===== config.mk =====
export PLATFORM = sky130hd
export DESIGN_NAME = gpio_register_block
export DESIGN_NICKNAME = d
export VERILOG_FILES = /design/src/sv/grb_pkg.sv /design/src/sv/gpio_register_block.sv /design/src/sv/grb_core.sv
export SDC_FILE = /design/constraint.sdc
export NUM_CORES = 1
export LEC_CHECK = 0
export BUFFER_PORTS_ARGS = -buffer_cell sky130_fd_sc_hd__buf_2
export CAP_MARGIN = 40
export CORE_MARGIN = 8
export CORE_UTILIZATION = 63
export CTS_CLUSTER_DIAMETER = 100
export DETAILED_ROUTE_END_ITERATION = 10
export PLACE_DENSITY = 0.85
export SETUP_SLACK_MARGIN = 0.1
export SLEW_MARGIN = 20
export SYNTH_ARGS = -nofsm -noshare
export SYNTH_HDL_FRONTEND = slang
export SYNTH_HIERARCHICAL = 1
export SYNTH_SLANG_ARGS = --single-unit

===== constraint.sdc =====
create_clock -name clk -period 26.5 [get_ports clk]
set_input_delay 1.325 -clock clk [delete_from_list [all_inputs] [get_ports clk]]
set_output_delay 1.325 -clock clk [all_outputs]
set_load 0.01 [all_outputs]

===== src/sv/grb_pkg.sv =====
// ----------------------------------------------------------------------------
// grb_pkg
// Shared types and constants of the GPIO register block: word map, pin mode
// and pull codes, and the access and result records passed between modules.
// ----------------------------------------------------------------------------
`default_nettype none

package grb_pkg;

    localparam int PAD_W         = 54;
    localparam int WORD_W        = 32;
    localparam int IDX_W         = 6;
    localparam int FSEL_WORDS    = 6;
    localparam int PINS_PER_FSEL = 10;
    localparam int MODE_W        = 3;
    localparam int FSEL_W        = PINS_PER_FSEL * MODE_W;
    localparam int PULL_W        = 2;
    localparam int WIDE_W        = 2 * WORD_W;

    // stream widths: tdata packed from the lowest bit, padded to whole bytes
    localparam int S_TDATA_BITS = IDX_W + WORD_W + PAD_W;
    localparam int S_TDATA_W    = ((S_TDATA_BITS + 7) / 8) * 8;
    localparam int M_TDATA_BITS = WORD_W + 4 * PAD_W;
    localparam int M_TDATA_W    = ((M_TDATA_BITS + 7) / 8) * 8;

    // word map
    localparam logic [IDX_W-1:0] REG_FSEL0     = 6'd0;
    localparam logic [IDX_W-1:0] REG_FSEL5     = 6'd5;
    localparam logic [IDX_W-1:0] REG_SET0      = 6'd7;
    localparam logic [IDX_W-1:0] REG_SET1      = 6'd8;
    localparam logic [IDX_W-1:0] REG_CLR0      = 6'd10;
    localparam logic [IDX_W-1:0] REG_CLR1      = 6'd11;
    localparam logic [IDX_W-1:0] REG_LEV0      = 6'd13;
    localparam logic [IDX_W-1:0] REG_LEV1      = 6'd14;
    localparam logic [IDX_W-1:0] REG_PULL_CTL  = 6'd37;
    localparam logic [IDX_W-1:0] REG_PULL_CLK0 = 6'd38;
    localparam logic [IDX_W-1:0] REG_PULL_CLK1 = 6'd39;

    localparam logic [MODE_W-1:0] MODE_OUTPUT = 3'd1;
    localparam logic [MODE_W-1:0] MODE_MASK   = 3'h7;
    localparam logic [PULL_W-1:0] PULL_MASK   = 2'h3;
    localparam logic [PULL_W-1:0] PULL_DOWN   = 2'd1;
    localparam logic [PULL_W-1:0] PULL_UP     = 2'd2;

    localparam logic FUNC_READ  = 1'b0;
    localparam logic FUNC_WRITE = 1'b1;

    typedef struct packed {
        logic              wr;
        logic [IDX_W-1:0]  idx;
        logic [WORD_W-1:0] data;
        logic [PAD_W-1:0]  pads;
    } grb_access_t;

    typedef struct packed {
        logic [PAD_W-1:0]  pull_down_en;
        logic [PAD_W-1:0]  pull_up_en;
        logic [PAD_W-1:0]  pad_enable;
        logic [PAD_W-1:0]  pad_out;
        logic [WORD_W-1:0] read_data;
    } grb_result_t;

    // mode bits of one function select word that belong to existing pins
    function automatic logic [FSEL_W-1:0] fsel_mask(input int word, input int num_pins);
        logic [FSEL_W-1:0] m;
        m = '0;
        for (int k = 0; k < PINS_PER_FSEL; k++)
        begin
            if (word * PINS_PER_FSEL + k < num_pins)
            begin
                m[k*MODE_W +: MODE_W] = MODE_MASK;
            end
        end
        return m;
    endfunction

endpackage

`default_nettype wire


===== src/sv/gpio_register_block.sv =====
// ----------------------------------------------------------------------------
// gpio_register_block
// GPIO controller behind 32-bit word registers, one bus access per item.
//
//   channel | dir | tdata (low bit up)                       | tuser
//   s_*     | in  | reg_index, write_data, pad_in, zero pad  | func
//   m_*     | out | read_data, pad_out, pad_enable,          | -
//           |     | pull_up_en, pull_down_en                 |
//
// One item per cycle sustained while results are taken. An item is captured
// in the input register, then decoded and applied to the register state in
// one pass while moving into the result register. A stalled result holds
// both stages; s_tready stays high as long as the input stage can drain.
// Reset is asynchronous and clears all register state and both valid flags;
// no clearing pass follows.
// ----------------------------------------------------------------------------
`default_nettype none

module gpio_register_block
    import grb_pkg::*;
#(
    parameter int NUM_PINS = 54
)
(
    input  wire logic                 clk,
    input  wire logic                 rst_n,
    input  wire logic                 s_tvalid,
    output logic                      s_tready,
    input  wire logic [S_TDATA_W-1:0] s_tdata,  // reg_index, write_data, pad_in
    input  wire logic                 s_tuser,  // func
    output logic                      m_tvalid,
    input  wire logic                 m_tready,
    // read_data, pad_out, pad_enable, pull_up_en, pull_down_en
    output logic [M_TDATA_W-1:0]      m_tdata
);

    grb_access_t in_reg;
    logic        in_valid_reg;
    grb_result_t out_reg;
    logic        out_valid_reg;
    grb_result_t res;
    logic        advance;
    logic        step;

    assign advance  = !out_valid_reg || m_tready;
    assign step     = in_valid_reg && advance;
    assign s_tready = !in_valid_reg || advance;

    always_ff @(posedge clk or negedge rst_n)
    begin
        if (!rst_n)
        begin
            in_valid_reg  <= 1'b0;
            out_valid_reg <= 1'b0;
        end
        else
        begin
            if (s_tready)
            begin
                in_valid_reg <= s_tvalid;
            end
            if (advance)
            begin
                out_valid_reg <= in_valid_reg;
            end
        end
    end

    // payload stages carry no reset
    always_ff @(posedge clk)
    begin
        if (s_tvalid && s_tready)
        begin
            in_reg.wr   <= s_tuser;
            in_reg.idx  <= s_tdata[IDX_W-1:0];
            in_reg.data <= s_tdata[IDX_W +: WORD_W];
            in_reg.pads <= s_tdata[IDX_W + WORD_W +: PAD_W];
        end
        if (step)
        begin
            out_reg <= res;
        end
    end

    grb_core #(
        .NUM_PINS (NUM_PINS)
    ) u_core (
        .clk   (clk),
        .rst_n (rst_n),
        .step  (step),
        .acc   (in_reg),
        .res   (res)
    );

    assign m_tvalid = out_valid_reg;
    assign m_tdata  = M_TDATA_W'(out_reg);

endmodule

`default_nettype wire


===== src/sv/grb_core.sv =====
// ----------------------------------------------------------------------------
// grb_core
// Register state of the GPIO block and the single-pass access logic: decode
// one read or write, update the state and form the result word and pad view.
// ----------------------------------------------------------------------------
`default_nettype none

module grb_core
    import grb_pkg::*;
#(
    parameter int NUM_PINS = 54
)
(
    input  wire logic        clk,
    input  wire logic        rst_n,
    input  wire logic        step,
    input  wire grb_access_t acc,
    output grb_result_t      res
);

    logic [FSEL_W-1:0]   fsel_reg  [FSEL_WORDS];
    logic [FSEL_W-1:0]   fsel_next [FSEL_WORDS];
    logic [NUM_PINS-1:0] latch_reg;
    logic [NUM_PINS-1:0] latch_next;
    logic [PULL_W-1:0]   pctl_reg;
    logic [PULL_W-1:0]   pctl_next;
    logic [WORD_W-1:0]   pclk_reg  [2];
    logic [WORD_W-1:0]   pclk_next [2];
    logic [PULL_W-1:0]   pull_reg  [NUM_PINS];
    logic [PULL_W-1:0]   pull_next [NUM_PINS];

    logic [NUM_PINS-1:0] oe_cur;
    logic [NUM_PINS-1:0] oe_next;
    logic [NUM_PINS-1:0] up_next;
    logic [NUM_PINS-1:0] down_next;
    logic [NUM_PINS-1:0] pads_n;
    logic [NUM_PINS-1:0] level;
    logic [WIDE_W-1:0]   pads_wide;
    logic [WIDE_W-1:0]   level_wide;
    logic [WIDE_W-1:0]   data_wide;
    logic [NUM_PINS-1:0] data_pins;
    logic                hi_half;
    logic                pclk_wr;
    logic [WORD_W-1:0]   rd;
    logic [WIDE_W-1:0]   out_wide;
    logic [WIDE_W-1:0]   oe_wide;
    logic [WIDE_W-1:0]   up_wide;
    logic [WIDE_W-1:0]   down_wide;

    // pin modes; pins without a function select word stay inputs
    for (genvar p = 0; p < NUM_PINS; p++)
    begin : g_pin
        if (p / PINS_PER_FSEL < FSEL_WORDS)
        begin : g_mode
            assign oe_cur[p]  = fsel_reg[p / PINS_PER_FSEL]
                [(p % PINS_PER_FSEL) * MODE_W +: MODE_W] == MODE_OUTPUT;
            assign oe_next[p] = fsel_next[p / PINS_PER_FSEL]
                [(p % PINS_PER_FSEL) * MODE_W +: MODE_W] == MODE_OUTPUT;
        end
        else
        begin : g_input
            assign oe_cur[p]  = 1'b0;
            assign oe_next[p] = 1'b0;
        end
        assign up_next[p]   = pull_next[p] == PULL_UP;
        assign down_next[p] = pull_next[p] == PULL_DOWN;
    end

    assign hi_half   = (acc.idx == REG_SET1) || (acc.idx == REG_CLR1) ||
                       (acc.idx == REG_PULL_CLK1);
    assign data_wide = hi_half ? {acc.data, {WORD_W{1'b0}}} : {{WORD_W{1'b0}}, acc.data};
    assign data_pins = data_wide[NUM_PINS-1:0];

    assign pads_wide  = WIDE_W'(acc.pads);
    assign pads_n     = pads_wide[NUM_PINS-1:0];
    assign level      = (latch_reg & oe_cur) | (pads_n & ~oe_cur);
    assign level_wide = WIDE_W'(level);

    always_comb
    begin
        for (int w = 0; w < FSEL_WORDS; w++)
        begin
            fsel_next[w] = fsel_reg[w];
            if (acc.wr == FUNC_WRITE && acc.idx == IDX_W'(w))
            begin
                fsel_next[w] = acc.data[FSEL_W-1:0] & fsel_mask(w, NUM_PINS);
            end
        end
        latch_next   = latch_reg;
        pctl_next    = pctl_reg;
        pclk_next[0] = pclk_reg[0];
        pclk_next[1] = pclk_reg[1];
        pclk_wr      = 1'b0;
        rd           = '0;
        if (acc.wr == FUNC_WRITE)
        begin
            case (acc.idx) inside
                REG_SET0, REG_SET1:
                begin
                    latch_next = latch_reg | data_pins;
                end
                REG_CLR0, REG_CLR1:
                begin
                    latch_next = latch_reg & ~data_pins;
                end
                REG_PULL_CTL:
                begin
                    pctl_next = acc.data[PULL_W-1:0] & PULL_MASK;
                end
                REG_PULL_CLK0:
                begin
                    pclk_next[0] = acc.data;
                    pclk_wr      = 1'b1;
                end
                REG_PULL_CLK1:
                begin
                    pclk_next[1] = acc.data;
                    pclk_wr      = 1'b1;
                end
                default:
                begin
                end
            endcase
        end
        else
        begin
            case (acc.idx) inside
                [REG_FSEL0:REG_FSEL5]:
                begin
                    rd = WORD_W'(fsel_reg[acc.idx[2:0]]);
                end
                REG_LEV0:
                begin
                    rd = level_wide[WORD_W-1:0];
                end
                REG_LEV1:
                begin
                    rd = level_wide[WIDE_W-1:WORD_W];
                end
                REG_PULL_CTL:
                begin
                    rd = WORD_W'(pctl_reg);
                end
                REG_PULL_CLK0:
                begin
                    rd = pclk_reg[0];
                end
                REG_PULL_CLK1:
                begin
                    rd = pclk_reg[1];
                end
                default:
                begin
                    rd = '0;
                end
            endcase
        end
        // latch the pull code into every pin selected by the clock word
        for (int p = 0; p < NUM_PINS; p++)
        begin
            pull_next[p] = pull_reg[p];
            if (pclk_wr && data_pins[p])
            begin
                pull_next[p] = pctl_reg;
            end
        end
    end

    always_ff @(posedge clk or negedge rst_n)
    begin
        if (!rst_n)
        begin
            for (int w = 0; w < FSEL_WORDS; w++)
            begin
                fsel_reg[w] <= '0;
            end
            latch_reg   <= '0;
            pctl_reg    <= '0;
            pclk_reg[0] <= '0;
            pclk_reg[1] <= '0;
            for (int p = 0; p < NUM_PINS; p++)
            begin
                pull_reg[p] <= '0;
            end
        end
        else if (step)
        begin
            fsel_reg    <= fsel_next;
            latch_reg   <= latch_next;
            pctl_reg    <= pctl_next;
            pclk_reg    <= pclk_next;
            pull_reg    <= pull_next;
        end
    end

    assign out_wide  = WIDE_W'(latch_next);
    assign oe_wide   = WIDE_W'(oe_next);
    assign up_wide   = WIDE_W'(up_next);
    assign down_wide = WIDE_W'(down_next);

    assign res.read_data    = rd;
    assign res.pad_out      = out_wide[PAD_W-1:0];
    assign res.pad_enable   = oe_wide[PAD_W-1:0];
    assign res.pull_up_en   = up_wide[PAD_W-1:0];
    assign res.pull_down_en = down_wide[PAD_W-1:0];

endmodule

`default_nettype wire


==> parameters.txt <==
Parameter                              Value

Clock tree
  Count of hold-fix buffers inserted at cts ... 0
  Number of buffers on the longest clock path ... 3
  Post-CTS Resized ... 0
  Number of buffers created by CTS ... 75
  Sink count of the clock tree ... 733
  Clock tree from TritonCTS ... yes
  Setup fix buffers added after clock tree synthesis ... 0
  Maximum level of the CTS H-tree ... 3
  Clock Root Buffer ... sky130_fd_sc_hd__clkbuf_16
  Post-CTS clock slew at the launch and capture registers of the worst setup and hold paths ... 60 ps
  Worst-Skew Late Latency ... 630 ps

Drt
  Number of antenna-violating nets in the routed design ... 0
  WL final ... 94,400 µm
  Total DRC errors in the routed layout ... 0
  Via-to-Cell Ratio ... 6.55
  Number of iterations in the first detailed-routing pass ... 8
  Starting DRT DRC Count ... 2,629
  Number of vias after detailed routing ... 22.1k
  Routed length per instance ... 28.0 µm

Worst setup path
  FF-to-FF End ... m_tdata[18]
  Arrival time worst endpoint ... 3830 ps
  Number of cells traversed by the worst register-to-register path ... 6
  Sort of element at the end of the critical path ... flip-flop
  Startpoint kind of the worst setup timing path ... flip-flop
  Worst reg2reg setup slack ... 22,990 ps
  Start of the worst register-to-register path ... in_reg[86]
  Critical path type ... reg -> reg
  Max FO, Critical Path ... 55
  Data required time at the worst endpoint ... 26,820 ps

Synthesis
  Compound-gate portion of the synthesized area ... 0.0721
  Post-Synth XOR/XNOR Area ... 0
  Distinct cells, synth ... 51
  Dominant combinational cell family by area after synthesis ... multiplexers
  Multiplexer fraction of the synthesized cell area ... 0.185
  Post-synthesis share of cell area spent on full adders, half adders and majority gates ... 0
  Yosys warnings ... 6
  Share of flip-flops with an asynchronous set or reset ... 0.535
  EDFF count, synth ... 341
  Flops & latches, synth ... 733
  Net count of the mapped netlist ... 2,422
  Main synth FF type ... sky130_fd_sc_hd__dfrtp_1
  Post-synthesis average cell area ... 13.7 µm²
  Sequential element share of the synthesized area ... 0.629
  Mapped Area ... 31,900 µm²
  Number of cells produced by synthesis ... 2,321
  Fraction of the mapped netlist area in simple logic gates ... 0.0901

Final layout
  Most frequent cells in the layout ... 390 x sky130_fd_sc_hd__dfrtp_1, 355 x sky130_fd_sc_hd__buf_2, 350 x sky130_fd_sc_hd__nand2_1, 341 x sky130_fd_sc_hd__edfxtp_1, 285 x sky130_fd_sc_hd__mux2_2
  Layout Utilization ... 0.743
  Area overhead of the layout relative to synthesis ... 16.7%
  Final std cells w/o fill ... 3,378
  Share of cells above drive strength 1 ... 0.324
  Most frequent standard cell in the layout excluding fill and tap cells ... sky130_fd_sc_hd__dfrtp_1
  Number of nets in the finished design ... 2,743
  Flip-flop count of the largest register, all copies and words added ... 248
  Post-route design area ... 37,200 µm²
  Count of fill cells added during filler insertion ... 3,069

Global routing
  Largest net degree at the start of global routing ... 160
  Overflow left after global routing ... 0
  Via count of the first global-routing pass ... 22.7k
  First-pass GRT wire length ... 140,000 µm
  Number of antenna violations at the first check in global routing ... 6
  Total GRT Usage ... 0.322

Place
  Total cell area at the placement stage ... 34,600 µm²
  Input/output buffers ... 346
  Routability congestion estimate from global placement ... 0.943
  Post-detailed-placement half-perimeter wirelength ... 62,800 µm
  Worst-case setup slack after placement ... 22,350 ps
  Post-Place Cells ... 3,229

Job
  Total of max-cap violations ... 0

STA
  Final Hold Violating Endpoints ... 0
  Fmax ... 0.285 GHz
  Setup TNS after final layout ... 0 ps
  Setup clock skew after layout ... 29.5 ps
  Period utilization ... 0.133
  Final critical delay including setup and external delays ... 3510 ps
  Pins Over Slew Limit ... 0
  Unrepaired setup endpoints after global routing ... false
  Final worst-path setup slack ... 22,990 ps
  Max_slew headroom ... 0.307
  Number of endpoints failing setup at the final stage ... 0
  Slew at the pin with the worst max-slew slack ... 1040 ps
  Final hold slack ... 479 ps

Min path
  WHS Endpoint ... u_core/pclk_reg[37]
  Hold Path Cell Cnt ... 2
  Worst Min Path Start ... u_core/pclk_reg[37]
  Path class of the lowest-slack min-delay path ... reg -> reg

Power
  Max rail drop VDD ... 0.0525 mV
  Total Power ... 2.63 mW
  Reported leakage power ... 16.8 nW
  Power density over cell area ... 70.6 nW/µm²

Die
  Die ar. ... 58,100 µm²
  Row count ... 82
  Area of the core ... 50,100 µm²
  Horizontal die dimension ... 241 µm
  Effective utilization at floorplan ... 0.637
  Die height ... 241 µm
  Top-Level Pins ... 351

Run status
  Status ... finished clean
-- final cells by class --
class	instances	area (µm²)	share of cell area
sequential	733	20100	0.539
multi-input combinational	1403	11200	0.301
timing repair buffer	426	2610	0.0702
clock buffer	104	2190	0.0589
tap	672	841	0.0226
clock inverter	33	305	0.00820
inverter	3	11.3	0.000303
antenna	4	10.0	0.000269
-- cell usage after synthesis, types with 19 or more instances --
library cell                 n  area share
sky130_fd_sc_hd__dfrtp_1   392        0.31
sky130_fd_sc_hd__nand2_1   351       0.041
sky130_fd_sc_hd__edfxtp_1  341        0.32
sky130_fd_sc_hd__mux2_2    285        0.10
sky130_fd_sc_hd__mux2i_1   182       0.057
sky130_fd_sc_hd__clkbuf_1  140       0.016
sky130_fd_sc_hd__a22o_1    116       0.032
sky130_fd_sc_hd__nand2b_1  116       0.023
sky130_fd_sc_hd__nor3b_1    54       0.013
sky130_fd_sc_hd__o21ai_0    43      0.0067
sky130_fd_sc_hd__a221oi_1   39       0.011
sky130_fd_sc_hd__mux2_1     36       0.013
sky130_fd_sc_hd__buf_2      34      0.0053
sky130_fd_sc_hd__nor2_1     32      0.0038
sky130_fd_sc_hd__mux4_2     21       0.015
sky130_fd_sc_hd__a211oi_1   19      0.0045
sky130_fd_sc_hd__o22a_1     19      0.0052
-- cells by family after synthesis --
family / Yosys count
flops: 733
simple gates: 592
mux: 524
buf+inv: 185
compound gates: 287
-- where the power goes --
group / internal, mW / switching (mW) / leakage, nW
sequential: 1.28 / 0.0555 / 8.77
clock: 0.629 / 0.438 / 1.23
combinational: 0.0895 / 0.139 / 6.82
-- worst max-delay path, cell delays in order (launching register included) --
cell	delay (ps)
sky130_fd_sc_hd__edfxtp_1	330
sky130_fd_sc_hd__buf_4	630
sky130_fd_sc_hd__and2b_1	350
sky130_fd_sc_hd__nand4_1	560
sky130_fd_sc_hd__buf_4	510
sky130_fd_sc_hd__o22a_1	260
sky130_fd_sc_hd__a211oi_1	550
-- per-layer routing --
layer  track usage  vias to the layer above  share of wire
li1              -                     9198              -
met1         0.408                    11107           0.36
met2         0.495                     1490           0.46
met3        0.0972                      339           0.11
met4         0.181                        4          0.063
met5             0                        -        0.00028
-- how the worst max path moves through the flow --
stage               slack (ps)  cells past startpoint        from             endpoint
finish                   22990                      6  in_reg[86]          m_tdata[18]
global route             22990                      6  in_reg[86]          m_tdata[18]
CTS                      23000                      5       rst_n  u_core/pclk_reg[40]
detailed placement       22350                      5       rst_n  u_core/pull_reg[24]
global placement         21800                      4       rst_n  u_core/pull_reg[16]
floorplan                17190                      7    m_tready  u_core/pull_reg[68]
No activity file was read; power rests on OpenSTA's default activity.
